## config.mk

```make
export PLATFORM = sky130hd
export DESIGN_NAME = cmwc_fill
export DESIGN_NICKNAME = d
export VERILOG_FILES = /design/src/sv/assert_macros.svh /design/src/sv/cmwc_pkg.sv /design/src/sv/cmwc_fill.sv
export SDC_FILE = /design/constraint.sdc
export NUM_CORES = 1
export LEC_CHECK = 0
export BUFFER_PORTS_ARGS = -buffer_cell sky130_fd_sc_hd__buf_2
export CORE_ASPECT_RATIO = 1.2
export CORE_UTILIZATION = 55
export CTS_BUF_LIST = sky130_fd_sc_hd__clkbuf_2
export CTS_CLUSTER_DIAMETER = 50
export DETAILED_ROUTE_END_ITERATION = 10
export PLACE_DENSITY_LB_ADDON = 0.12
export SETUP_SLACK_MARGIN = 0.2
export SYNTH_ARGS = -nofsm -noshare
export SYNTH_HDL_FRONTEND = slang
export SYNTH_SLANG_ARGS = --single-unit
```

## constraint.sdc

```tcl
create_clock -name clk -period 4.5 [get_ports clk]
set_input_delay 0.9 -clock clk [delete_from_list [all_inputs] [get_ports clk]]
set_output_delay 0.9 -clock clk [all_outputs]
set_load 0.02 [all_outputs]
```

## src/sv/assert_macros.svh

```systemverilog
// Concurrent assertion helpers; clk and arst_n must be in scope.
`ifndef ASSERT_MACROS_SVH
`define ASSERT_MACROS_SVH

// Check prop on every clock edge outside reset.
`define ASSERT_CLK(lbl, prop, msg) \
	lbl: assert property (@(posedge clk) disable iff (!arst_n) prop) else $error(msg);

// Check that cond never holds outside reset.
`define ASSERT_NEVER(lbl, cond, msg) \
	lbl: assert property (@(posedge clk) disable iff (!arst_n) !(cond)) else $error(msg);

`endif

```

## src/sv/cmwc_pkg.sv

```systemverilog
`timescale 1ns / 1ps
package cmwc_pkg;

	localparam logic [31:0] GOLDEN_WORD = 32'h9e37_79b9;
	localparam logic [14:0] CMWC_MULT   = 15'd18782;
	localparam logic [31:0] CMWC_BASE   = 32'hffff_fffe;
	localparam logic [31:0] CARRY_RESET = 32'd362436;
	localparam int          PROD_W      = 47;

	localparam logic MODE_SEED = 1'b0;
	localparam logic MODE_DRAW = 1'b1;

	typedef enum logic [1:0] {
		ST_IDLE,
		ST_SEED,
		ST_MUL,
		ST_WB
	} cmwc_state_t;

	typedef struct packed {
		logic busy;
		logic last;
	} cmwc_fill_sts_t;

endpackage

```

## src/sv/cmwc_fill.sv

```systemverilog
`timescale 1ns / 1ps
module cmwc_fill #(
	parameter int DEPTH = 4096
) (
	input  logic                       clk,
	input  logic                       arst_n,
	input  logic                       start,
	input  logic [31:0]                seed,
	output cmwc_pkg::cmwc_fill_sts_t   sts,
	output logic                       we,
	output logic [$clog2(DEPTH)-1:0]   waddr,
	output logic [31:0]                wdata
);
	import cmwc_pkg::*;

	localparam int AW = $clog2(DEPTH);

	logic          active_q;
	logic [AW-1:0] k_q;
	logic [31:0]   seed_q;
	logic [31:0]   a_q;
	logic [31:0]   b_q;
	logic [31:0]   c_q;
	logic [31:0]   word;
	logic          last;

	always_comb begin
		if (k_q == AW'(0)) begin
			word = seed_q;
		end else if (k_q == AW'(1)) begin
			word = seed_q + GOLDEN_WORD;
		end else if (k_q == AW'(2)) begin
			word = seed_q + GOLDEN_WORD + GOLDEN_WORD;
		end else begin
			word = a_q ^ b_q ^ GOLDEN_WORD ^ 32'(k_q);
		end
	end

	assign last     = active_q && (k_q == AW'(DEPTH - 1));
	assign sts.busy = active_q;
	assign sts.last = last;
	assign we       = active_q;
	assign waddr    = k_q;
	assign wdata    = word;

	always_ff @(posedge clk or negedge arst_n) begin
		if (!arst_n) begin
			active_q <= 1'b0;
			k_q      <= '0;
		end else if (start) begin
			active_q <= 1'b1;
			k_q      <= '0;
		end else if (active_q) begin
			k_q <= k_q + AW'(1);
			if (last) begin
				active_q <= 1'b0;
			end
		end
	end

	// shift the last three words along
	always_ff @(posedge clk) begin
		if (start) begin
			seed_q <= seed;
		end
		if (active_q) begin
			a_q <= b_q;
			b_q <= c_q;
			c_q <= word;
		end
	end

endmodule

```

==> flow_metrics.py, run 1 <==
metrics = {
    "critical_path": {
        "cp-start-kind": "flip-flop",
        "r2r-start": "seed_q[2]",
        "cp-startpoint": "seed_q[2]",
        "arrival_ns": 3.93,
        "reg2reg_to": "c_q[22]",
        "end_kind": "output pin",
        "crit_type": "flip-flop to output pin",
        "regToRegSetupSlack_ns": 1.09,
        "crit_fanout": 6,
        "endpoint": "wdata[30]",
        "cp.required_ns": 3.60,
        "r2r_cells": 16,
    },
    "cells_and_area": {
        "drive_above_1_share": 0.418,
        "final_cells": 1100,
        "fill_cells": 926,
        "nNetsFinal": 956,
        "area_growth_pct": 34.0,
    },
    "yosys": {
        "synth.distinct_cells": 74,
        "ys_seq_area_frac": 0.537,
        "synth_top_cells_by_count": "edfxtp_1, nand2_1, nor2_1, a21oi_1, o21ai_0",
        "yosysTopAreaCell": "edfxtp_1",
        "synth_ff_type": "edfxtp_1",
        "synth_top_area_frac": 0.495,
        "synthArstFlopShare": 0.0922,
        "synth_area_leaders": "edfxtp_1, xnor2_1, dfrtp_1, xor2_1, a21oi_1",
        "syn_nets": 760,
        "avgSynthCellArea_um2": 10.8,
        "ys.warnings.count": 0,
        "synth_edf_count": 128,
        "ys_ff_latch": 141,
        "synth.most_common_cell": "edfxtp_1",
        "synthCells": 719,
        "synthesis.area_um2": 7760,
    },
    "power": {
        "powerDensity_nw_per_um2": 467,
        "ir_drop_mv": 0.347,
        "p_total_mw": 4.85,
        "p_leak_nw": 4.11,
    },
    "clock_network": {
        "cts_sinks": 141,
        "clkLatencyLatePin_ns": 0.75,
        "cts_root_buf": "clkbuf_2",
        "cts_buffer_depth": 2,
        "cts_htree_levels": 4,
        "tritoncts": "built",
        "clk_pin_slew_ns": 0.23,
        "numCtsBuffers": 17,
    },
    "sta": {
        "rsz0062_at_grt": "yes",
        "setup_slack_ns": -0.327,
        "setup_violations": 24,
        "finalMaxSlewViolations": 0,
        "worst_slew_pin_slew_ns": 0.831,
        "slew_headroom": 0.444,
        "clock_skew_ns": 0.0458,
        "period_share": 1.07,
        "fmax_mhz": 207,
        "hold_violations": 0,
        "period_needed_ns": 4.83,
    },
    "status": {
        "status": "complete, but fails checks",
        "violations": "setup timing",
    },
    "grt": {
        "grt_usage": 0.306,
        "grt_antenna_before_repair": 1,
        "overflow": 0,
        "grt_max_degree": 46,
        "grt_first_pass_wirelength_um": 34700,
        "first_global_vias": 6568,
    },
    "floorplanning": {
        "die_width_um": 110,
        "coreArea_um2": 13800,
        "die_y_um": 132,
        "rows": 47,
        "io_pins": 82,
        "initial_core_util": 0.564,
        "dieArea_um2": 14600,
    },
    "detailed_routing": {
        "wl_per_cell_um": 21.1,
        "vias": 6907,
        "drc": 0,
        "dr.pass1.iters": 9,
        "detail-route-antenna-nets": 0,
        "routed_wl_um": 23200,
        "vias_per_cell": 6.28,
        "drt_iter0_markers": 640,
    },
    "placement": {
        "dp_hpwl_um": 14100,
        "dp.cells": 950,
        "io_buffers": 81,
        "place.gp.congestion": 0.914,
        "dp_slack_ns": 0.146,
    },
    "min_path": {
        "hold_class": "input port to flip-flop",
    },
    "run": {
        "drv_cap": 0,
    },
}
placed cells by master, fill, tap and decap left out, types with 5 or more instances in the layout:
cell and count:
o22ai_1 9, o21ai_0 29, buf_2 54, nor3_1 13
buf_4 137, nor2_1 49, buf_6 30, and3_1 9
clkbuf_2 20, inv_1 9, nand2_2 6, a21o_1 10
o21ai_2 12, nand2_1 53, nand4_1 7, o31ai_2 6
a21oi_1 33, nand3_1 16, xor2_1 35, xnor2_1 35
a211oi_1 7, edfxtp_1 128, a21oi_2 16, or3_1 5
dfrtp_1 8, o211ai_1 10, a31oi_1 10, o21ai_1 10
registers in the layout (all words and copies together), names as in the netlist:
name    count
seed_q     32
waddr      12
we          1
b_q        32
a_q        32
c_q        32
how the worst min path moves through the flow:
| stage | start | end | slack [ns] | depth (start not counted) |
|---|---|---|---|---|
| final | seed[23] | seed_q[23] | 0.30 | 1 |
| after global routing | seed[23] | seed_q[23] | 0.22 | 1 |
| after CTS | seed[30] | seed_q[30] | 0.27 | 1 |
| after detailed placement | c_q[15] | b_q[15] | 0.40 | 0 |
| after global placement | c_q[29] | b_q[29] | 0.40 | 0 |
| after floorplan | c_q[0] | b_q[0] | 0.40 | 0 |
kinds of logic after synthesis:
family / synth area share
buf+inv: 0.0314
simple gates: 0.132
compound gates: 0.197
xor+xnor: 0.0846
mux: 0.00790
flops: 0.537
fa+ha+maj: 0.00967
where the power goes:
part           internal, mW  total (mW)  leakage, nW  switching (mW)
Sequential             1.91        2.12         1.50           0.208
Combinational         0.864        1.93         2.45            1.07
Clock                 0.323       0.805        0.159           0.482
stage by stage:
stage | util | cell area (um^2) | TNS [ns] | hold slack (ns)
6_report | 0.756 | 10400 | -4.59 | 0.297
4_1_cts | 0.710 | 9770 | -1.53 | 0.268
5_1_grt | 0.756 | 10400 | -7.93 | 0.221
2_1_floorplan | - | 7760 | 0 | 0.400
3_3_place_gp | 0.608 | 8370 | 0 | 0.401
3_5_place_dp | 0.608 | 8370 | 0 | 0.405
routing by layer:
layer  GRT usage  share of wire  up-vias
met5           0              0        -
met4       0.148          0.036        0
met3      0.0487          0.069       77
met2       0.480           0.47      383
met1       0.419           0.42     3340
li1            -              -     3107
what timing repair did:
action / 4_1_cts / 5_1_grt
gates resized for setup: 158 / 65
buffers inserted: 71 / 45
endpoints found under the setup margin: 30 / 31
hold buffers: 1 / 0
endpoints found under the hold margin: 13 / 0
pin swaps: 51 / 41
area by class of cell:
class	instances	area [um^2]	area share
timing repair buffer	223	1670	0.160
tap	171	214	0.0206
clock buffer	20	100	0.00962
sequential	141	4180	0.402
multi-input combinational	522	4050	0.389
clock inverter	12	160	0.0154
antenna	1	2.50	0.000241
inverter	10	37.5	0.00361
worst max-delay path, cell delays in order, from the launching register on:
cell and delay (ns):
edfxtp_1 0.55, buf_6 0.17, a311oi_4 0.25, buf_6 0.18
buf_4 0.12, buf_6 0.09, a21o_1 0.17, a211o_1 0.17
nand2_2 0.14, a31o_4 0.29, a31oi_4 0.27, a21oi_2 0.10
buf_4 0.15, o31ai_2 0.26, nand3_2 0.13, buf_6 0.15
Power figures use the tool's default switching activity.
==> inputs of run 2 (changes only) <==
--- a/config.mk
+++ b/config.mk
@@ -5,6 +5,7 @@
 export SDC_FILE = /design/constraint.sdc
 export NUM_CORES = 1
 export LEC_CHECK = 0
+export ABC_AREA = 1
 export BUFFER_PORTS_ARGS = -buffer_cell sky130_fd_sc_hd__buf_2
 export CORE_ASPECT_RATIO = 1.2
 export CORE_UTILIZATION = 55
==> flow_metrics.py, run 2 <==
metrics = {
    "floorplanning": {
        "rows": 49,
        "initial_core_util": 0.567,
        "dieArea_um2": 16000,
        "io_pins": 82,
        "die_width_um": 116,
        "coreArea_um2": 15100,
        "die_y_um": 139,
    },
    "yosys": {
        "yosysTopAreaCell": "edfxtp_1",
        "ys_seq_area_frac": 0.488,
        "ys_ff_latch": 141,
        "ys.warnings.count": 0,
        "synthesis.area_um2": 8550,
        "synth_top_cells_by_count": "nand2_1, edfxtp_1, nor2_1, inv_1, nand3_1",
        "avgSynthCellArea_um2": 8.28,
        "synth_top_area_frac": 0.450,
        "synth_edf_count": 128,
        "syn_nets": 1073,
        "synth_ff_type": "edfxtp_1",
        "synthArstFlopShare": 0.0922,
        "synth.distinct_cells": 41,
        "synthCells": 1032,
        "synth_area_leaders": "edfxtp_1, nand2_1, nor2_1, nand3_1, dfrtp_1",
        "synth.most_common_cell": "nand2_1",
    },
    "critical_path": {
        "cp-start-kind": "flip-flop",
        "end_kind": "output pin",
        "cpPeakStageDelay_ns": 0.58,
        "cp.required_ns": 3.60,
        "crit_slowest_cell": "edfxtp_1",
        "cp_num_buf_inv": 1,
        "crit_type": "flip-flop to output pin",
        "cpMostUsedCell": "nand2_2",
        "crit_family": "simple AND/OR/NAND/NOR gates",
        "arrival_ns": 3.42,
        "path_cells": "ha_4 > nand2_4 > nand2_4 > xor2_2 > nand3_1 > nand2_1 > nand2_2 > nand2_4 > nand3b_1 > nand2_2 > nand2_2 > nand2_2 > nand2_2 > nand2_1 > nand2_1 > o21ai_2 > a21oi_2 > buf_4",
        "crit_fanout": 5,
    },
    "placement": {
        "place.gp.congestion": 0.970,
        "dpl-instance-area_um2": 9170,
        "dp_hpwl_um": 16800,
        "io_buffers": 81,
        "dp_slack_ns": 0.652,
    },
    "grt": {
        "grt_usage": 0.292,
        "grt_first_pass_wirelength_um": 35200,
        "first_global_vias": 6789,
        "overflow": 0,
        "grt_max_degree": 59,
        "grt_antenna_before_repair": 1,
    },
    "detailed_routing": {
        "dr.pass1.iters": 6,
        "drc": 0,
        "wl_per_cell_um": 17.1,
        "vias_per_cell": 5.50,
        "detail-route-antenna-nets": 0,
        "routed_wl_um": 24200,
        "vias": 7789,
        "drt_iter0_markers": 720,
    },
    "cells_and_area": {
        "fill_cells": 1208,
        "drive_above_1_share": 0.354,
        "layout_common_cells": "nand2_1, edfxtp_1, buf_4",
        "area_growth_pct": 27.2,
        "post-route-cell-area_um2": 10900,
        "nNetsFinal": 1239,
        "layout_commonest_cell": "nand2_1",
    },
    "clock_network": {
        "cts_htree_levels": 4,
        "cts_buffer_depth": 2,
        "numCtsBuffers": 17,
        "tritoncts": "built",
        "cts_root_buf": "clkbuf_2",
        "cts_sinks": 141,
        "clk_pin_slew_ns": 0.24,
        "clkLatencyLatePin_ns": 0.76,
    },
    "sta": {
        "finalMaxSlewViolations": 0,
        "clock_skew_ns": 0.0358,
        "period_needed_ns": 4.32,
        "tns_ns": 0,
        "setup_violations": 0,
        "fmax_mhz": 231,
        "setup_slack_ns": 0.178,
        "hold_violations": 0,
        "period_share": 0.960,
        "worst_slew_pin_slew_ns": 0.705,
        "rsz0062_at_grt": "yes",
        "slew_headroom": 0.530,
    },
    "min_path": {
        "hold_class": "input port to flip-flop",
    },
    "power": {
        "p_leak_nw": 4.63,
        "ir_drop_mv": 0.416,
        "powerDensity_nw_per_um2": 621,
    },
    "run": {
        "drv_cap": 0,
    },
    "status": {
        "status": "completed",
    },
}
run 2: final cells by class:
class                   instances  area, um^2  share of cell area
inverters                     107         408              0.0375
diodes                          1        2.50            0.000230
clock buffers                  17        85.1             0.00783
repair buffers                170        1150               0.106
clock inverters                15         138              0.0127
multi-input cells             761        4660               0.428
well taps                     204         255              0.0235
flip-flops and latches        141        4170               0.384
run 2: stage by stage:
step | total power [mW] | cells | hold slack [ns] | util
final | 6.75 | 1416 | 0.287 | 0.721
after global routing | 7.13 | 1416 | 0.212 | 0.721
after CTS | 6.22 | 1369 | 0.248 | 0.648
after detailed placement | 5.36 | 1302 | 0.405 | 0.608
after global placement | 5.31 | 1302 | 0.401 | 0.608
after floorplan | 4.36 | 1032 | 0.400 | -
run 2: path summary, 6_finish.rpt:
kind                       slack [ns]       from  depth (start not counted)         end
max in group asynchronous        3.72     arst_n                          2          we
max reg2reg                      1.64  seed_q[1]                         18     c_q[26]
min in group asynchronous        0.53     arst_n                          2    waddr[8]
min                              0.29   seed[21]                          1  seed_q[21]
min reg2reg                      0.44    c_q[30]                          0     b_q[30]
max                              0.18  seed_q[1]                         18   wdata[26]
run 2: layer usage:
layer | wire length, um | up-vias | global-route usage | part of all wire
met3 | 1840 | 45 | 0.0625 | 0.076
met1 | 10800 | 3624 | 0.431 | 0.45
met2 | 11000 | 335 | 0.428 | 0.45
li1 | - | 3785 | - | -
met5 | 0 | - | 0 | 0
met4 | 565 | 0 | 0.0918 | 0.023
run 2: timing repair:
item,CTS,global route
endpoints found under the setup margin,19,27
resized for setup,38,202
endpoints found under the hold margin,13,0
hold buffers,1,0
cloned,0,0
setup buffers,34,46
pin swaps,7,87
run 2: power breakdown:
part	switching [mW]	internal, mW	leakage (nW)	total (mW)
sequential	0.257	2.11	1.49	2.37
combinational	2.26	1.39	3.00	3.65
clock	0.521	0.209	0.134	0.730
run 2: logic make-up after synthesis:
logic type,Yosys count,share of synthesized area
simple gates,554,0.292
compound gates,146,0.0940
flops,141,0.488
buf+inv,130,0.0599
xor+xnor,55,0.0572
fa+ha+maj,6,0.00878
==> inputs of run 3 (changes only) <==
--- a/config.mk
+++ b/config.mk
@@ -8,10 +8,11 @@
 export ABC_AREA = 1
 export BUFFER_PORTS_ARGS = -buffer_cell sky130_fd_sc_hd__buf_2
 export CORE_ASPECT_RATIO = 1.2
-export CORE_UTILIZATION = 55
+export CORE_UTILIZATION = 49
 export CTS_BUF_LIST = sky130_fd_sc_hd__clkbuf_2
 export CTS_CLUSTER_DIAMETER = 50
 export DETAILED_ROUTE_END_ITERATION = 10
+export MAX_ROUTING_LAYER = met4
 export PLACE_DENSITY_LB_ADDON = 0.12
 export SETUP_SLACK_MARGIN = 0.2
 export SYNTH_ARGS = -nofsm -noshare
==> flow_metrics.py, run 3 (synthesized netlist as in run 2, its figures left out) <==
metrics = {
    "min_path": {
        "hold_class": "input port to flip-flop",
        "whs_path_depth": 1,
        "min_from": "seed[2]",
        "hold_end": "seed_q[2]",
    },
    "floorplanning": {
        "dieArea_um2": 18000,
        "io_pins": 82,
        "die_width_um": 123,
        "rows": 52,
        "die_y_um": 147,
        "coreArea_um2": 17000,
        "initial_core_util": 0.503,
    },
    "cells_and_area": {
        "final_cells": 1425,
        "area_growth_pct": 26.7,
        "utilization": 0.638,
        "drive_above_1_share": 0.349,
        "nNetsFinal": 1236,
        "layout_commonest_cell": "nand2_1",
        "layout_common_cells": "nand2_1, edfxtp_1, buf_4",
        "post-route-cell-area_um2": 10800,
    },
    "clock_network": {
        "tritoncts": "built",
        "numCtsBuffers": 17,
        "clk_pin_slew_ns": 0.24,
        "clkLatencyLatePin_ns": 0.75,
        "cts_sinks": 141,
        "cts_root_buf": "clkbuf_2",
        "cts_htree_levels": 4,
        "cts_buffer_depth": 2,
    },
    "critical_path": {
        "arrival_ns": 3.38,
        "r2r-start": "seed_q[0]",
        "regToRegSetupSlack_ns": 1.71,
        "r2r_cells": 24,
        "crit_fanout": 4,
        "crit_type": "flip-flop to output pin",
        "cp.required_ns": 3.60,
        "cp-start-kind": "flip-flop",
        "end_kind": "output pin",
        "reg2reg_to": "c_q[27]",
    },
    "placement": {
        "dp.cells": 1315,
        "io_buffers": 81,
        "dp_hpwl_um": 17000,
        "dp_slack_ns": 0.640,
        "place.gp.congestion": 1.00,
        "dpl-instance-area_um2": 9190,
    },
    "sta": {
        "fmax_mhz": 234,
        "rsz0062_at_grt": "yes",
        "tns_ns": 0,
        "worst_slew_pin_slew_ns": 0.675,
        "setup_slack_ns": 0.219,
        "period_needed_ns": 4.28,
        "hold_violations": 0,
        "finalMaxSlewViolations": 0,
        "slew_headroom": 0.550,
        "period_share": 0.951,
        "clock_skew_ns": 0.0417,
        "timing.hold.ws_ns": 0.304,
        "setup_violations": 0,
    },
    "detailed_routing": {
        "wl_per_cell_um": 17.0,
        "vias_per_cell": 5.43,
        "routed_wl_um": 24200,
        "drc": 0,
        "vias": 7735,
        "detail-route-antenna-nets": 0,
        "dr.pass1.iters": 5,
        "drt_iter0_markers": 690,
    },
    "run": {
        "drv_cap": 0,
    },
    "grt": {
        "overflow": 0,
        "grt_antenna_before_repair": 1,
        "grt_max_degree": 55,
        "first_global_vias": 6948,
        "grt_usage": 0.275,
        "grt_first_pass_wirelength_um": 36100,
    },
    "power": {
        "ir_drop_mv": 0.306,
        "powerDensity_nw_per_um2": 608,
        "p_leak_nw": 4.60,
        "p_total_mw": 6.58,
    },
    "status": {
        "status": "completed",
    },
}
## run 3: changes by cell type in the layout (fill, tap and decap cells not counted), sizes merged
cell,change
clkinvlp,+3
clkinv,-2
buf,-4
clkbuf,+3
inv,-3
## run 3: worst max-delay path by stage
stage                    from   endpoint  slack, ns
floorplan                  we  waddr[11]       0.55
global placement    seed_q[0]  wdata[21]       0.65
detailed placement  seed_q[0]  wdata[21]       0.64
CTS                 seed_q[0]  wdata[23]       0.19
global route        seed_q[8]  wdata[29]       0.02
finish              seed_q[8]  wdata[21]       0.22
## run 3: cell type report
type	instances	area, um^2
sequential	141	4170
tap	216	270
timing repair buffer	166	1120
timing repair inverter	1	5.00
antenna	1	2.50
fill	1467	6150
inverter	107	415
clock buffer	20	100
clock inverter	12	116
multi-input combinational	761	4630
## run 3: repair_timing
action / CTS / global route
endpoints found under the setup margin: 22 / 25
hold buffers: 1 / 0
resized for setup: 41 / 192
pin swaps: 9 / 45
endpoints found under the hold margin: 13 / 0
buffers inserted: 28 / 47
cloned: 0 / 1
## run 3: power breakdown
group          total [mW]  switching, mW  internal (mW)
sequential           2.36          0.252           2.11
combinational        3.50           2.21           1.30
clock               0.716          0.504          0.211
## run 3: worst max-delay path, stage by stage (launching register included)
cell      delay, ns
edfxtp_1       0.53
inv_2          0.14
nand2_4        0.09
nor2_4         0.17
buf_4          0.14
nand2_4        0.05
nand2_4        0.10
nand2_4        0.07
nand2_4        0.07
nor2_4         0.06
buf_6          0.12
a21oi_4        0.16
nor2_2         0.05
nand2_1        0.07
nand3_2        0.12
nor2_1         0.10
nor2_1         0.04
nand2_1        0.08
a21oi_2        0.07
a21oi_2        0.24
buf_4          0.20
## run 3: layer usage
metal	track usage	wire, um	vias to the layer above
met5	-	0	-
met4	0.0841	531	0
met3	0.0492	1780	44
met2	0.394	10900	308
met1	0.393	11000	3594
li1	-	-	3789
